### config.mk
export PLATFORM = sky130hd
export DESIGN_NAME = limbus_edge_window_detector_top
export DESIGN_NICKNAME = d
export VERILOG_FILES = /design/src/rtl/lbw_pkg.sv /design/src/rtl/lbw_cell.sv /design/src/rtl/lbw_eval.sv /design/src/rtl/limbus_edge_window_detector_top.sv
export SDC_FILE = /design/constraint.sdc
export NUM_CORES = 2
export LEC_CHECK = 0
export BUFFER_PORTS_ARGS = -buffer_cell sky130_fd_sc_hd__buf_2
export CAP_MARGIN = 20
export CORE_MARGIN = 2
export CORE_UTILIZATION = 55
export CTS_BUF_LIST = sky130_fd_sc_hd__clkbuf_16
export CTS_CLUSTER_DIAMETER = 30
export CTS_CLUSTER_SIZE = 8
export DETAILED_ROUTE_END_ITERATION = 6
export GPL_ROUTABILITY_DRIVEN = 0
export PLACE_DENSITY = 0.73
export SYNTH_ARGS = -nofsm -noshare
export SYNTH_HDL_FRONTEND = slang
export SYNTH_SLANG_ARGS = --single-unit
### constraint.sdc
create_clock -name clk -period 5.45 [get_ports clk]
set_input_delay 0.2725 -clock clk [delete_from_list [all_inputs] [get_ports clk]]
set_output_delay 0.2725 -clock clk [all_outputs]
set_load 0.01 [all_outputs]
### src/rtl/lbw_pkg.sv
// shared types and constants of the limbus edge window detector
package lbw_pkg;

  localparam int WINDOW_DEF     = 30;
  localparam int MAX_WIDTH_DEF  = 2048;
  localparam int MAX_HEIGHT_DEF = 2048;

  localparam int PIX_W = 8;

  localparam int MASK_NUM = 577;
  localparam int MASK_DEN = 1000;

  localparam logic [11:0] IMAGE_WIDTH_RST = 12'd640;
  localparam logic [10:0] PUPIL_X_RST     = 11'd320;
  localparam logic [10:0] PUPIL_Y_RST     = 11'd240;
  localparam logic [7:0]  NEAR_LIMIT_RST  = 8'd20;
  localparam logic [7:0]  FAR_LIMIT_RST   = 8'd35;

  typedef enum logic [2:0] {
    REG_IMAGE_WIDTH = 3'd0,
    REG_PUPIL_X     = 3'd1,
    REG_PUPIL_Y     = 3'd2,
    REG_NEAR_LIMIT  = 3'd3,
    REG_FAR_LIMIT   = 3'd4
  } lbw_reg_t;

  typedef struct packed {
    logic valid;
    logic has_res;
    logic interior;
  } lbw_ctl_t;

endpackage

### src/rtl/lbw_cell.sv
// one pixel cell of the row window shift chain
module lbw_cell
  import lbw_pkg::*;
(
  input  logic             clk,
  input  logic             rst,
  input  logic             shift,
  input  logic [PIX_W-1:0] pix_in,
  output logic [PIX_W-1:0] pix_out
);

  logic [PIX_W-1:0] pix;

  always_ff @(posedge clk) begin
    if (rst) begin
      pix <= '0;
    end else if (shift) begin
      pix <= pix_in;
    end
  end

  assign pix_out = pix;

endmodule

### src/rtl/lbw_eval.sv
// mean tests and angular mask, registered into stage s2
module lbw_eval
  import lbw_pkg::*;
#(
  parameter int WINDOW     = WINDOW_DEF,
  parameter int MAX_WIDTH  = MAX_WIDTH_DEF,
  parameter int MAX_HEIGHT = MAX_HEIGHT_DEF
)
(
  input  logic                              clk,
  input  logic                              rst,
  input  logic                              load,
  input  lbw_ctl_t                          s1_ctl,
  input  logic [$clog2(MAX_WIDTH)-1:0]      s1_col,
  input  logic [$clog2(MAX_HEIGHT)-1:0]     s1_row,
  input  logic [$clog2(WINDOW)-1:0]         s1_flush,
  input  logic [PIX_W-1:0]                  center,
  input  logic [$clog2(WINDOW*255+1)-1:0]   ahead,
  input  logic [$clog2(WINDOW*255+1)-1:0]   behind,
  input  logic [10:0]                       pupil_x,
  input  logic [10:0]                       pupil_y,
  input  logic [7:0]                        near_limit,
  input  logic [7:0]                        far_limit,
  output lbw_ctl_t                          s2_ctl,
  output logic [$clog2(WINDOW)-1:0]         s2_flush,
  output logic                              edge_hit
);

  localparam int SW  = $clog2(WINDOW*255+1);
  localparam int CW  = $clog2(MAX_WIDTH);
  localparam int RW  = $clog2(MAX_HEIGHT);
  localparam int FW  = $clog2(WINDOW);
  localparam int XW  = (CW > 11) ? CW : 11;
  localparam int YW  = (RW > 11) ? RW : 11;
  localparam int DYW = YW + 1;
  localparam int SMW = ((DYW > XW + 1) ? DYW : XW + 1) + 1;
  localparam int MW  = SMW + 11;

  logic [SW-1:0]         wv;
  logic signed [SW:0]    da;
  logic signed [SW:0]    db;
  logic [SW-1:0]         da_abs;
  logic [SW-1:0]         db_abs;
  logic                  left;
  logic [XW-1:0]         col_x;
  logic [XW-1:0]         px_x;
  logic [XW-1:0]         d;
  logic signed [DYW-1:0] dy;
  logic signed [SMW-1:0] dy_plus_d;
  logic                  mask_lo;

  logic [SW-1:0]         inner;
  logic [SW-1:0]         outer;
  logic signed [DYW-1:0] dy_q;
  logic [XW-1:0]         d_q;

  logic [SW-1:0]         near_scaled;
  logic [SW-1:0]         far_scaled;
  logic signed [MW-1:0]  lhs;
  logic signed [MW-1:0]  rhs;

  always_comb begin
    wv      = SW'(WINDOW * int'(center));
    da      = $signed({1'b0, ahead}) - $signed({1'b0, wv});
    db      = $signed({1'b0, behind}) - $signed({1'b0, wv});
    da_abs  = da[SW] ? SW'(-da) : SW'(da);
    db_abs  = db[SW] ? SW'(-db) : SW'(db);
    col_x   = XW'(s1_col);
    px_x    = XW'(pupil_x);
    left    = col_x < px_x;
    d       = left ? (px_x - col_x) : (col_x - px_x);
    dy      = $signed({1'b0, YW'(pupil_y)}) - $signed({1'b0, YW'(s1_row)});
    dy_plus_d = SMW'(dy) + $signed(SMW'({1'b0, d}));
    mask_lo = dy_plus_d < 0;
  end

  always_ff @(posedge clk) begin
    if (rst) begin
      s2_ctl <= '0;
    end else if (load) begin
      s2_ctl.valid    <= s1_ctl.valid;
      s2_ctl.has_res  <= s1_ctl.has_res;
      s2_ctl.interior <= s1_ctl.interior && !mask_lo;
    end
  end

  always_ff @(posedge clk) begin
    if (load) begin
      s2_flush <= s1_flush;
      inner    <= left ? da_abs : db_abs;
      outer    <= left ? db_abs : da_abs;
      dy_q     <= dy;
      d_q      <= d;
    end
  end

  always_comb begin
    near_scaled = SW'(int'(near_limit) * WINDOW);
    far_scaled  = SW'(int'(far_limit) * WINDOW);
    lhs         = MW'(dy_q) * MW'(MASK_DEN);
    rhs         = $signed(MW'({1'b0, d_q})) * MW'(MASK_NUM);
    edge_hit    = s2_ctl.interior && (inner < near_scaled) && (outer > far_scaled)
                  && !(lhs > rhs);
  end

endmodule

### src/rtl/limbus_edge_window_detector_top.sv
// top level of the limbus edge window detector
//
//   port group   handshake            carries
//   pixel in     pix_valid/pix_stall  pixel, frame_start
//   result out   res_valid/res_stall  edge_res, row_end
//   register     cfg_valid/cfg_ready  cfg_index, cfg_data
//
// one pixel per cycle while pix_stall is low; a result is registered in s1, s2 and the output
// register after the pixel that causes it; the last pixel of a row adds up to WINDOW-1 zero beats
// from the output stage, during which the pixel channel stalls once the two inner stages are full
// rst clears the window cells, sums, counters and stage valids
// the output register lets a new pixel in while a result still waits
module limbus_edge_window_detector_top
  import lbw_pkg::*;
#(
  parameter int WINDOW     = WINDOW_DEF,
  parameter int MAX_WIDTH  = MAX_WIDTH_DEF,
  parameter int MAX_HEIGHT = MAX_HEIGHT_DEF
)
(
  input  logic             clk,
  input  logic             rst,
  input  logic             pix_valid,
  output logic             pix_stall,
  input  logic [PIX_W-1:0] pixel,
  input  logic             frame_start,
  output logic             res_valid,
  input  logic             res_stall,
  output logic             edge_res,
  output logic             row_end,
  input  logic             cfg_valid,
  output logic             cfg_ready,
  input  logic [2:0]       cfg_index,
  input  logic [11:0]      cfg_data
);

  localparam int DEPTH = 2 * WINDOW - 1;
  localparam int SW    = $clog2(WINDOW*255+1);
  localparam int CW    = $clog2(MAX_WIDTH);
  localparam int RW    = $clog2(MAX_HEIGHT);
  localparam int FW    = $clog2(WINDOW);
  localparam int EW    = (CW + 1 > 12) ? CW + 1 : 12;

  logic [11:0] image_width;
  logic [10:0] pupil_x;
  logic [10:0] pupil_y;
  logic [7:0]  near_limit;
  logic [7:0]  far_limit;

  logic [PIX_W-1:0] taps [DEPTH];
  logic [SW-1:0]    ahead;
  logic [SW-1:0]    behind;
  logic [CW-1:0]    column_count;
  logic [RW-1:0]    row_count;

  lbw_ctl_t      s1_ctl;
  logic [CW-1:0] s1_col;
  logic [RW-1:0] s1_row;
  logic [FW-1:0] s1_flush;
  lbw_ctl_t      s2_ctl;
  logic [FW-1:0] s2_flush;
  logic          edge_hit;

  logic [FW-1:0] out_rem;

  logic          accept;
  logic          pop;
  logic          out_load;
  logic          s2_adv;
  logic          s1_adv;

  logic [EW-1:0] w_eff;
  logic [EW-1:0] iw_ext;
  logic [EW-1:0] c_ext;
  logic [CW-1:0] c;
  logic [RW-1:0] row;
  logic          last;
  logic          has_res;
  logic          interior;
  logic [FW-1:0] flush;

  // configuration
  assign cfg_ready = 1'b1;

  always_ff @(posedge clk) begin
    if (rst) begin
      image_width <= IMAGE_WIDTH_RST;
      pupil_x     <= PUPIL_X_RST;
      pupil_y     <= PUPIL_Y_RST;
      near_limit  <= NEAR_LIMIT_RST;
      far_limit   <= FAR_LIMIT_RST;
    end else if (cfg_valid && cfg_ready) begin
      unique case (cfg_index)
        REG_IMAGE_WIDTH: image_width <= cfg_data;
        REG_PUPIL_X:     pupil_x     <= cfg_data[10:0];
        REG_PUPIL_Y:     pupil_y     <= cfg_data[10:0];
        REG_NEAR_LIMIT:  near_limit  <= cfg_data[7:0];
        REG_FAR_LIMIT:   far_limit   <= cfg_data[7:0];
        default: ;
      endcase
    end
  end

  // stage flow
  assign pop      = res_valid && !res_stall;
  assign out_load = !res_valid || (pop && (out_rem == '0));
  assign s2_adv   = !s2_ctl.valid || out_load;
  assign s1_adv   = !s1_ctl.valid || s2_adv;
  assign pix_stall = !s1_adv;
  assign accept   = pix_valid && s1_adv;

  // window cell chain
  for (genvar k = 0; k < DEPTH; k++) begin : g_cell
    if (k == 0) begin : g_head
      lbw_cell u_cell (
        .clk     (clk),
        .rst     (rst),
        .shift   (accept),
        .pix_in  (pixel),
        .pix_out (taps[k])
      );
    end else begin : g_body
      lbw_cell u_cell (
        .clk     (clk),
        .rst     (rst),
        .shift   (accept),
        .pix_in  (taps[k-1]),
        .pix_out (taps[k])
      );
    end
  end

  // running window sums
  always_ff @(posedge clk) begin
    if (rst) begin
      ahead  <= '0;
      behind <= '0;
    end else if (accept) begin
      ahead  <= ahead + SW'(pixel) - SW'(taps[WINDOW-1]);
      behind <= behind + SW'(taps[WINDOW-2]) - SW'(taps[DEPTH-1]);
    end
  end

  // column and row bookkeeping
  always_comb begin
    iw_ext   = EW'(image_width);
    if (iw_ext == '0) begin
      w_eff = EW'(1);
    end else if (iw_ext > EW'(MAX_WIDTH)) begin
      w_eff = EW'(MAX_WIDTH);
    end else begin
      w_eff = iw_ext;
    end
    c        = frame_start ? '0 : column_count;
    row      = frame_start ? '0 : row_count;
    c_ext    = EW'(c);
    last     = (c_ext + EW'(1)) >= w_eff;
    has_res  = c_ext >= EW'(WINDOW - 1);
    interior = (c_ext >= EW'(DEPTH)) && ((c_ext + EW'(2)) <= w_eff);
    if (!last) begin
      flush = '0;
    end else if (c_ext >= EW'(WINDOW - 2)) begin
      flush = FW'(WINDOW - 1);
    end else begin
      flush = FW'(c + CW'(1));
    end
  end

  always_ff @(posedge clk) begin
    if (rst) begin
      column_count <= '0;
      row_count    <= '0;
    end else if (accept) begin
      if (last) begin
        column_count <= '0;
        row_count    <= (row == RW'(MAX_HEIGHT - 1)) ? '0 : row + RW'(1);
      end else begin
        column_count <= c + CW'(1);
        row_count    <= row;
      end
    end
  end

  // first stage, evaluated against the window cells
  always_ff @(posedge clk) begin
    if (rst) begin
      s1_ctl <= '0;
    end else if (s1_adv) begin
      s1_ctl.valid    <= accept && (has_res || last);
      s1_ctl.has_res  <= has_res;
      s1_ctl.interior <= interior;
    end
  end

  always_ff @(posedge clk) begin
    if (accept) begin
      s1_col   <= c - CW'(WINDOW - 1);
      s1_row   <= row;
      s1_flush <= flush;
    end
  end

  lbw_eval #(
    .WINDOW     (WINDOW),
    .MAX_WIDTH  (MAX_WIDTH),
    .MAX_HEIGHT (MAX_HEIGHT)
  ) u_eval (
    .clk        (clk),
    .rst        (rst),
    .load       (s2_adv),
    .s1_ctl     (s1_ctl),
    .s1_col     (s1_col),
    .s1_row     (s1_row),
    .s1_flush   (s1_flush),
    .center     (taps[WINDOW-1]),
    .ahead      (ahead),
    .behind     (behind),
    .pupil_x    (pupil_x),
    .pupil_y    (pupil_y),
    .near_limit (near_limit),
    .far_limit  (far_limit),
    .s2_ctl     (s2_ctl),
    .s2_flush   (s2_flush),
    .edge_hit   (edge_hit)
  );

  // output register, then the row end zero beats
  always_ff @(posedge clk) begin
    if (rst) begin
      res_valid <= 1'b0;
      out_rem   <= '0;
    end else if (out_load) begin
      if (s2_ctl.valid && s2_ctl.has_res) begin
        res_valid <= 1'b1;
        out_rem   <= s2_flush;
      end else if (s2_ctl.valid && (s2_flush != '0)) begin
        res_valid <= 1'b1;
        out_rem   <= s2_flush - FW'(1);
      end else begin
        res_valid <= 1'b0;
        out_rem   <= '0;
      end
    end else if (pop) begin
      out_rem <= out_rem - FW'(1);
    end
  end

  always_ff @(posedge clk) begin
    if (out_load) begin
      if (s2_ctl.has_res) begin
        edge_res <= edge_hit;
        row_end  <= 1'b0;
      end else begin
        edge_res <= 1'b0;
        row_end  <= (s2_flush == FW'(1));
      end
    end else if (pop) begin
      edge_res <= 1'b0;
      row_end  <= (out_rem == FW'(1));
    end
  end

endmodule
==> results.md <==
| Metric | This run | Unit |
|---|---|---|
| Status | finished, violations left | - |
| Violated checks | hold timing | - |
| Total Power | 0.02361 | W |
| Synth Cell Area | 35860 | um^2 |
| Number of antenna diodes | 0 | - |
| Effective utilization at floorplan | 0.5563 | - |
| Initial antenna violation count | 0 | - |
| CTS H-tree depth | 4 | - |
| Critical-path top delay cell | sky130_fd_sc_hd__fa_1 | - |
| Hold Vio Cnt, Final | 1 | - |
| Clock buffer count from CTS | 138 | - |
| Clk pwr share | 0.349 | - |
| Number of clock sinks seen by CTS | 664 | - |
| Cell count after synthesis | 4311 | - |
| Detailed-route via count | 28580 | - |
| Number of flops mapped to enable cells by yosys | 82 | - |
| Critical path class | reg2reg | - |
| Adder-cell share of the synthesized area | 0.1674 | - |
| Share of synthesized flip-flops with an asynchronous set or reset | 0 | - |
| Area of the die | 67270 | um^2 |
| Fraction of the mapped netlist area in compound gates | 0.1503 | - |
| Setup repair after global routing missed its margin | yes | - |
| Max-Cap Viols | 0 | - |
| Maximum number of pins on one net before global-route repair | 247 | - |
| Wire length of the first global-routing pass | 131400 | um |
| Hold_ws | -0.02521 | ns |
| Post-synthesis to final-layout area growth | 16.64 | % |
| Dominant cells by area after synthesis | sky130_fd_sc_hd__dfxtp_1 (32%), sky130_fd_sc_hd__nand2_1 (12%), sky130_fd_sc_hd__ha_1 (11%) | - |
| Pleak | 16.88 | nW |
| Setup slack of the worst register-to-register path | 0.06 | ns |
| Combinational share of power | 0.420 | - |
| Maximum clock insertion buffer count | 3 | - |
| Required time at the endpoint of the critical path | 5.97 | ns |
| Yosys reg bits | 664 | - |
| Multi-input logic area | 19830 | um^2 |
| Final setup violation count | 0 | - |
| Clock period minus worst slack | 5.388 | ns |
| Rows | 93 | - |
| Achievable clock frequency | 0.1856 | GHz |
| Type of the tightest min-delay check | in2reg | - |
| Portion of synthesized cell area occupied by the leading cell type | 0.3249 | - |
| Number of filler cells placed in the layout | 5402 | - |
| Proportion of layout cells with a drive suffix above 1 | 0.08382 | - |
| Worst path max stage delay | 0.50 | ns |
| Xor-xnor portion of the synthesized cell area | 0.03555 | - |
| Vias in the first global route | 27240 | - |
| Routed Wire Length | 77610 | um |
| Dpl hpwl | 50890 | um |
| Count of pins on the block boundary | 34 | - |
| Net count of the finished layout | 4794 | - |
| Core Footprint | 64460 | um^2 |
| Top_reg_cell synth | sky130_fd_sc_hd__dfxtp_1 | - |
| Normalized max-slew margin | 0.2434 | - |
| Sequential cell area | 14110 | um^2 |
| Fraction of synthesized area in multiplexers | 0.009978 | - |
| Final design utilization | 0.6489 | - |
| Clock Pin Slew Worst Setup and Hold Paths | 0.04 | ns |
| Count of cells along the worst register-to-register path | 22 | - |
| Terminus of the critical flop-to-flop path | edge_res$_SDFFCE_PP0P_ | - |
| Die Span X | 259.4 | um |
| Synthesis warning total | 0 | - |
| Crit Reg-Reg Startpoint | u_eval.dy_q[6]$_DFFE_PP_ | - |
| Post-synthesis share of cell area spent on and, or, nand and nor gates | 0.1847 | - |
| CP max FO | 3 | - |
| Cell-internal power | 0.01533 | W |
| Sequential area share after synthesis | 0.3935 | - |
| TritonCTS clock tree | done | - |
| CP startpoint kind | flip-flop | - |
| Critical hold path startpoint | rst | - |
| Arrival time at the worst endpoint | 5.91 | ns |
| Remaining global-route overflow | 0 | - |
| Main combinational cell family by area after synthesis | simple AND/OR/NAND/NOR gates | - |
| Buffer cell driving the clock tree root | sky130_fd_sc_hd__clkbuf_16 | - |
| CP Cell Sequence | inv_2, fa_1, fa_1, inv_1, fa_1, inv_1, fa_1, inv_2, ha_4, or3_4, a311oi_2, buf_4, o31ai_4, o41ai_2, o21bai_1, a21oi_2, xnor2_2, ha_1, buf_4, a221oi_2, o21ai_1, a211oi_2 | - |
| Mean number of vias per cell | 5.387 | - |
| Number of max-slew violations in the final report | 0 | - |
| Worst slew pin tran | 1.135 | ns |
| Ratio of total power to cell area | 564.4 | nW/um^2 |
| Reg power frac | 0.230 | - |
| Wire per inst | 14.63 | um |
| Remaining DRCs | 0 | - |
| Drt first pass iters | 5 | - |
| Post-synthesis net count | 4758 | - |
| Max VDD drop | 0.0008732 | V |
| Antenna violation net count after detailed routing | 0 | - |
| Net Sw Frac | 0.3505 | - |
| Largest area contributor in the synthesized netlist | sky130_fd_sc_hd__dfxtp_1 | - |
| Endpoint, Worst Hold | out_rem[3]$_SDFFE_PP0P_ | - |
| Number of port buffers | 32 | - |
| GRT Resource Usage Total | 0.2337 | - |
| Number of DRC markers after the initial detailed-route iteration | 2014 | - |
| Worst hold path cell count | 2 | - |
| Worst Clk Skew | 0.03642 | ns |
| Post-synthesis average cell area | 8.319 | um^2 |
| Yosys cell types | 86 | - |
| Kind of end point of the critical path | flip-flop | - |
| Critical path's most frequent cell | sky130_fd_sc_hd__fa_1 | - |
| Final clock period utilization by the worst path | 0.9886 | - |
| Die Span Y | 259.4 | um |
| Clock latency on the worst-skew pair | 0.72 | ns |
| Net Switching | 0.008275 | W |
-- critical path: cells and delay by family (launching register included) --
kind	cells	cell delay, ns
buf+inv	6	0.58
fa+ha+maj	6	2.37
compound gates	8	1.39
flops	1	0.41
simple gates	1	0.36
xor+xnor	1	0.08
-- per-stage QoR --
step                       TNS, ns  setup slack (ns)  area (um^2)  instances
after floorplan                  0           0.01486        35900       4311
after global placement    -0.08914          -0.08914        36730       5032
after detailed placement  -0.09216          -0.09216        36730       5032
after CTS                 -0.05534          -0.05534        41750       5302
after global routing       -0.2583           -0.2087        41830       5305
final                            0           0.06191        41830       5305
-- cell usage in the layout (no fill, tap or decap), types with 23 or more instances in the layout --
cell	instances
sky130_fd_sc_hd__a21o_1	49
sky130_fd_sc_hd__a21oi_1	663
sky130_fd_sc_hd__buf_2	31
sky130_fd_sc_hd__buf_4	54
sky130_fd_sc_hd__clkbuf_16	139
sky130_fd_sc_hd__dfxtp_1	582
sky130_fd_sc_hd__dlygate4sd3_1	23
sky130_fd_sc_hd__edfxtp_1	82
sky130_fd_sc_hd__fa_1	103
sky130_fd_sc_hd__ha_1	310
sky130_fd_sc_hd__inv_1	316
sky130_fd_sc_hd__mux2i_1	29
sky130_fd_sc_hd__nand2_1	1187
sky130_fd_sc_hd__nand2b_1	27
sky130_fd_sc_hd__nand3_1	79
sky130_fd_sc_hd__nor2_1	88
sky130_fd_sc_hd__nor2b_1	34
sky130_fd_sc_hd__nor3_1	39
sky130_fd_sc_hd__o21ai_0	65
sky130_fd_sc_hd__xnor2_1	88
sky130_fd_sc_hd__xor2_1	52
-- cell usage after synthesis (68+ instances only) --
cell,number
sky130_fd_sc_hd__nand2_1,1188
sky130_fd_sc_hd__a21oi_1,667
sky130_fd_sc_hd__ha_1,315
sky130_fd_sc_hd__o21ai_0,68
sky130_fd_sc_hd__inv_1,307
sky130_fd_sc_hd__xnor2_1,90
sky130_fd_sc_hd__edfxtp_1,82
sky130_fd_sc_hd__clkbuf_1,143
sky130_fd_sc_hd__nand3_1,80
sky130_fd_sc_hd__dfxtp_1,582
sky130_fd_sc_hd__fa_1,103
sky130_fd_sc_hd__nor2_1,90
-- power groups by stage --
stage / Combinational, W / Sequential (W) / Clock [W]
after detailed placement: 0.00892 / 0.00553 / 0
after global placement: 0.00868 / 0.00552 / 0
after global routing: 0.0113 / 0.00546 / 0.00864
after floorplan: 0.00710 / 0.00546 / 0
final: 0.00993 / 0.00544 / 0.00824
after CTS: 0.00953 / 0.00544 / 0.00838
-- how the worst max path moves through the flow --
stage | startpoint | endpoint | slack (ns) | cells after the start
2_1_floorplan | u_eval.dy_q[6]$_DFFE_PP_ | edge_res$_SDFFCE_PP0P_ | 0.01 | 23
3_3_place_gp | u_eval.dy_q[5]$_DFFE_PP_ | edge_res$_SDFFCE_PP0P_ | -0.09 | 23
3_5_place_dp | u_eval.dy_q[5]$_DFFE_PP_ | edge_res$_SDFFCE_PP0P_ | -0.09 | 23
4_1_cts | u_eval.dy_q[6]$_DFFE_PP_ | edge_res$_SDFFCE_PP0P_ | -0.06 | 23
5_1_grt | u_eval.dy_q[6]$_DFFE_PP_ | edge_res$_SDFFCE_PP0P_ | -0.21 | 22
6_report | u_eval.dy_q[6]$_DFFE_PP_ | edge_res$_SDFFCE_PP0P_ | 0.06 | 22
-- registers in the layout (all words and copies together) (netlist names), 12 cells and up --
name,flops
image_width,12
u_eval.inner,12
ahead,13
g_cell.g_body.u_cell.pix_out,464
behind,13
u_eval.dy_q,12
u_eval.outer,13
-- cells by family after synthesis --
kind of cell,after synthesis
xor gates and xnor gates,144
buffers and inverters,529
and+or+nand+nor,1580
muxes,35
AOI/OAI and AO/OA,940
other,1
DFF,664
adders and majority gates,418
-- layout make-up --
| cell class | instances | area share |
|---|---|---|
| Clock buffer | 139 | 0.08315 |
| Clock inverter | 104 | 0.02904 |
| Inverter | 308 | 0.02782 |
| Multi-Input combinational cell | 3118 | 0.4741 |
| Sequential cell | 664 | 0.3374 |
| Tap cell | 855 | 0.02557 |
| Timing Repair Buffer | 117 | 0.02288 |
-- layer usage --
layer / GRT usage / share of wire / vias to the layer above
li1: - / - / 14490
met1: 0.3156 / 0.47 / 13350
met2: 0.3696 / 0.46 / 581
met3: 0.04325 / 0.048 / 164
met4: 0.09515 / 0.030 / 0
met5: 0 / 0 / -
-- what timing repair did --
| item | CTS | global route |
|---|---|---|
| resized for setup | 15 | 16 |
| endpoints found under the hold margin | 62 | 0 |
| buffers inserted | 4 | 3 |
| pin swaps | 22 | 22 |
| hold buffers | 23 | 0 |
| setup endpoints to repair | 1 | 23 |
(Power assumes the default switching activity.)
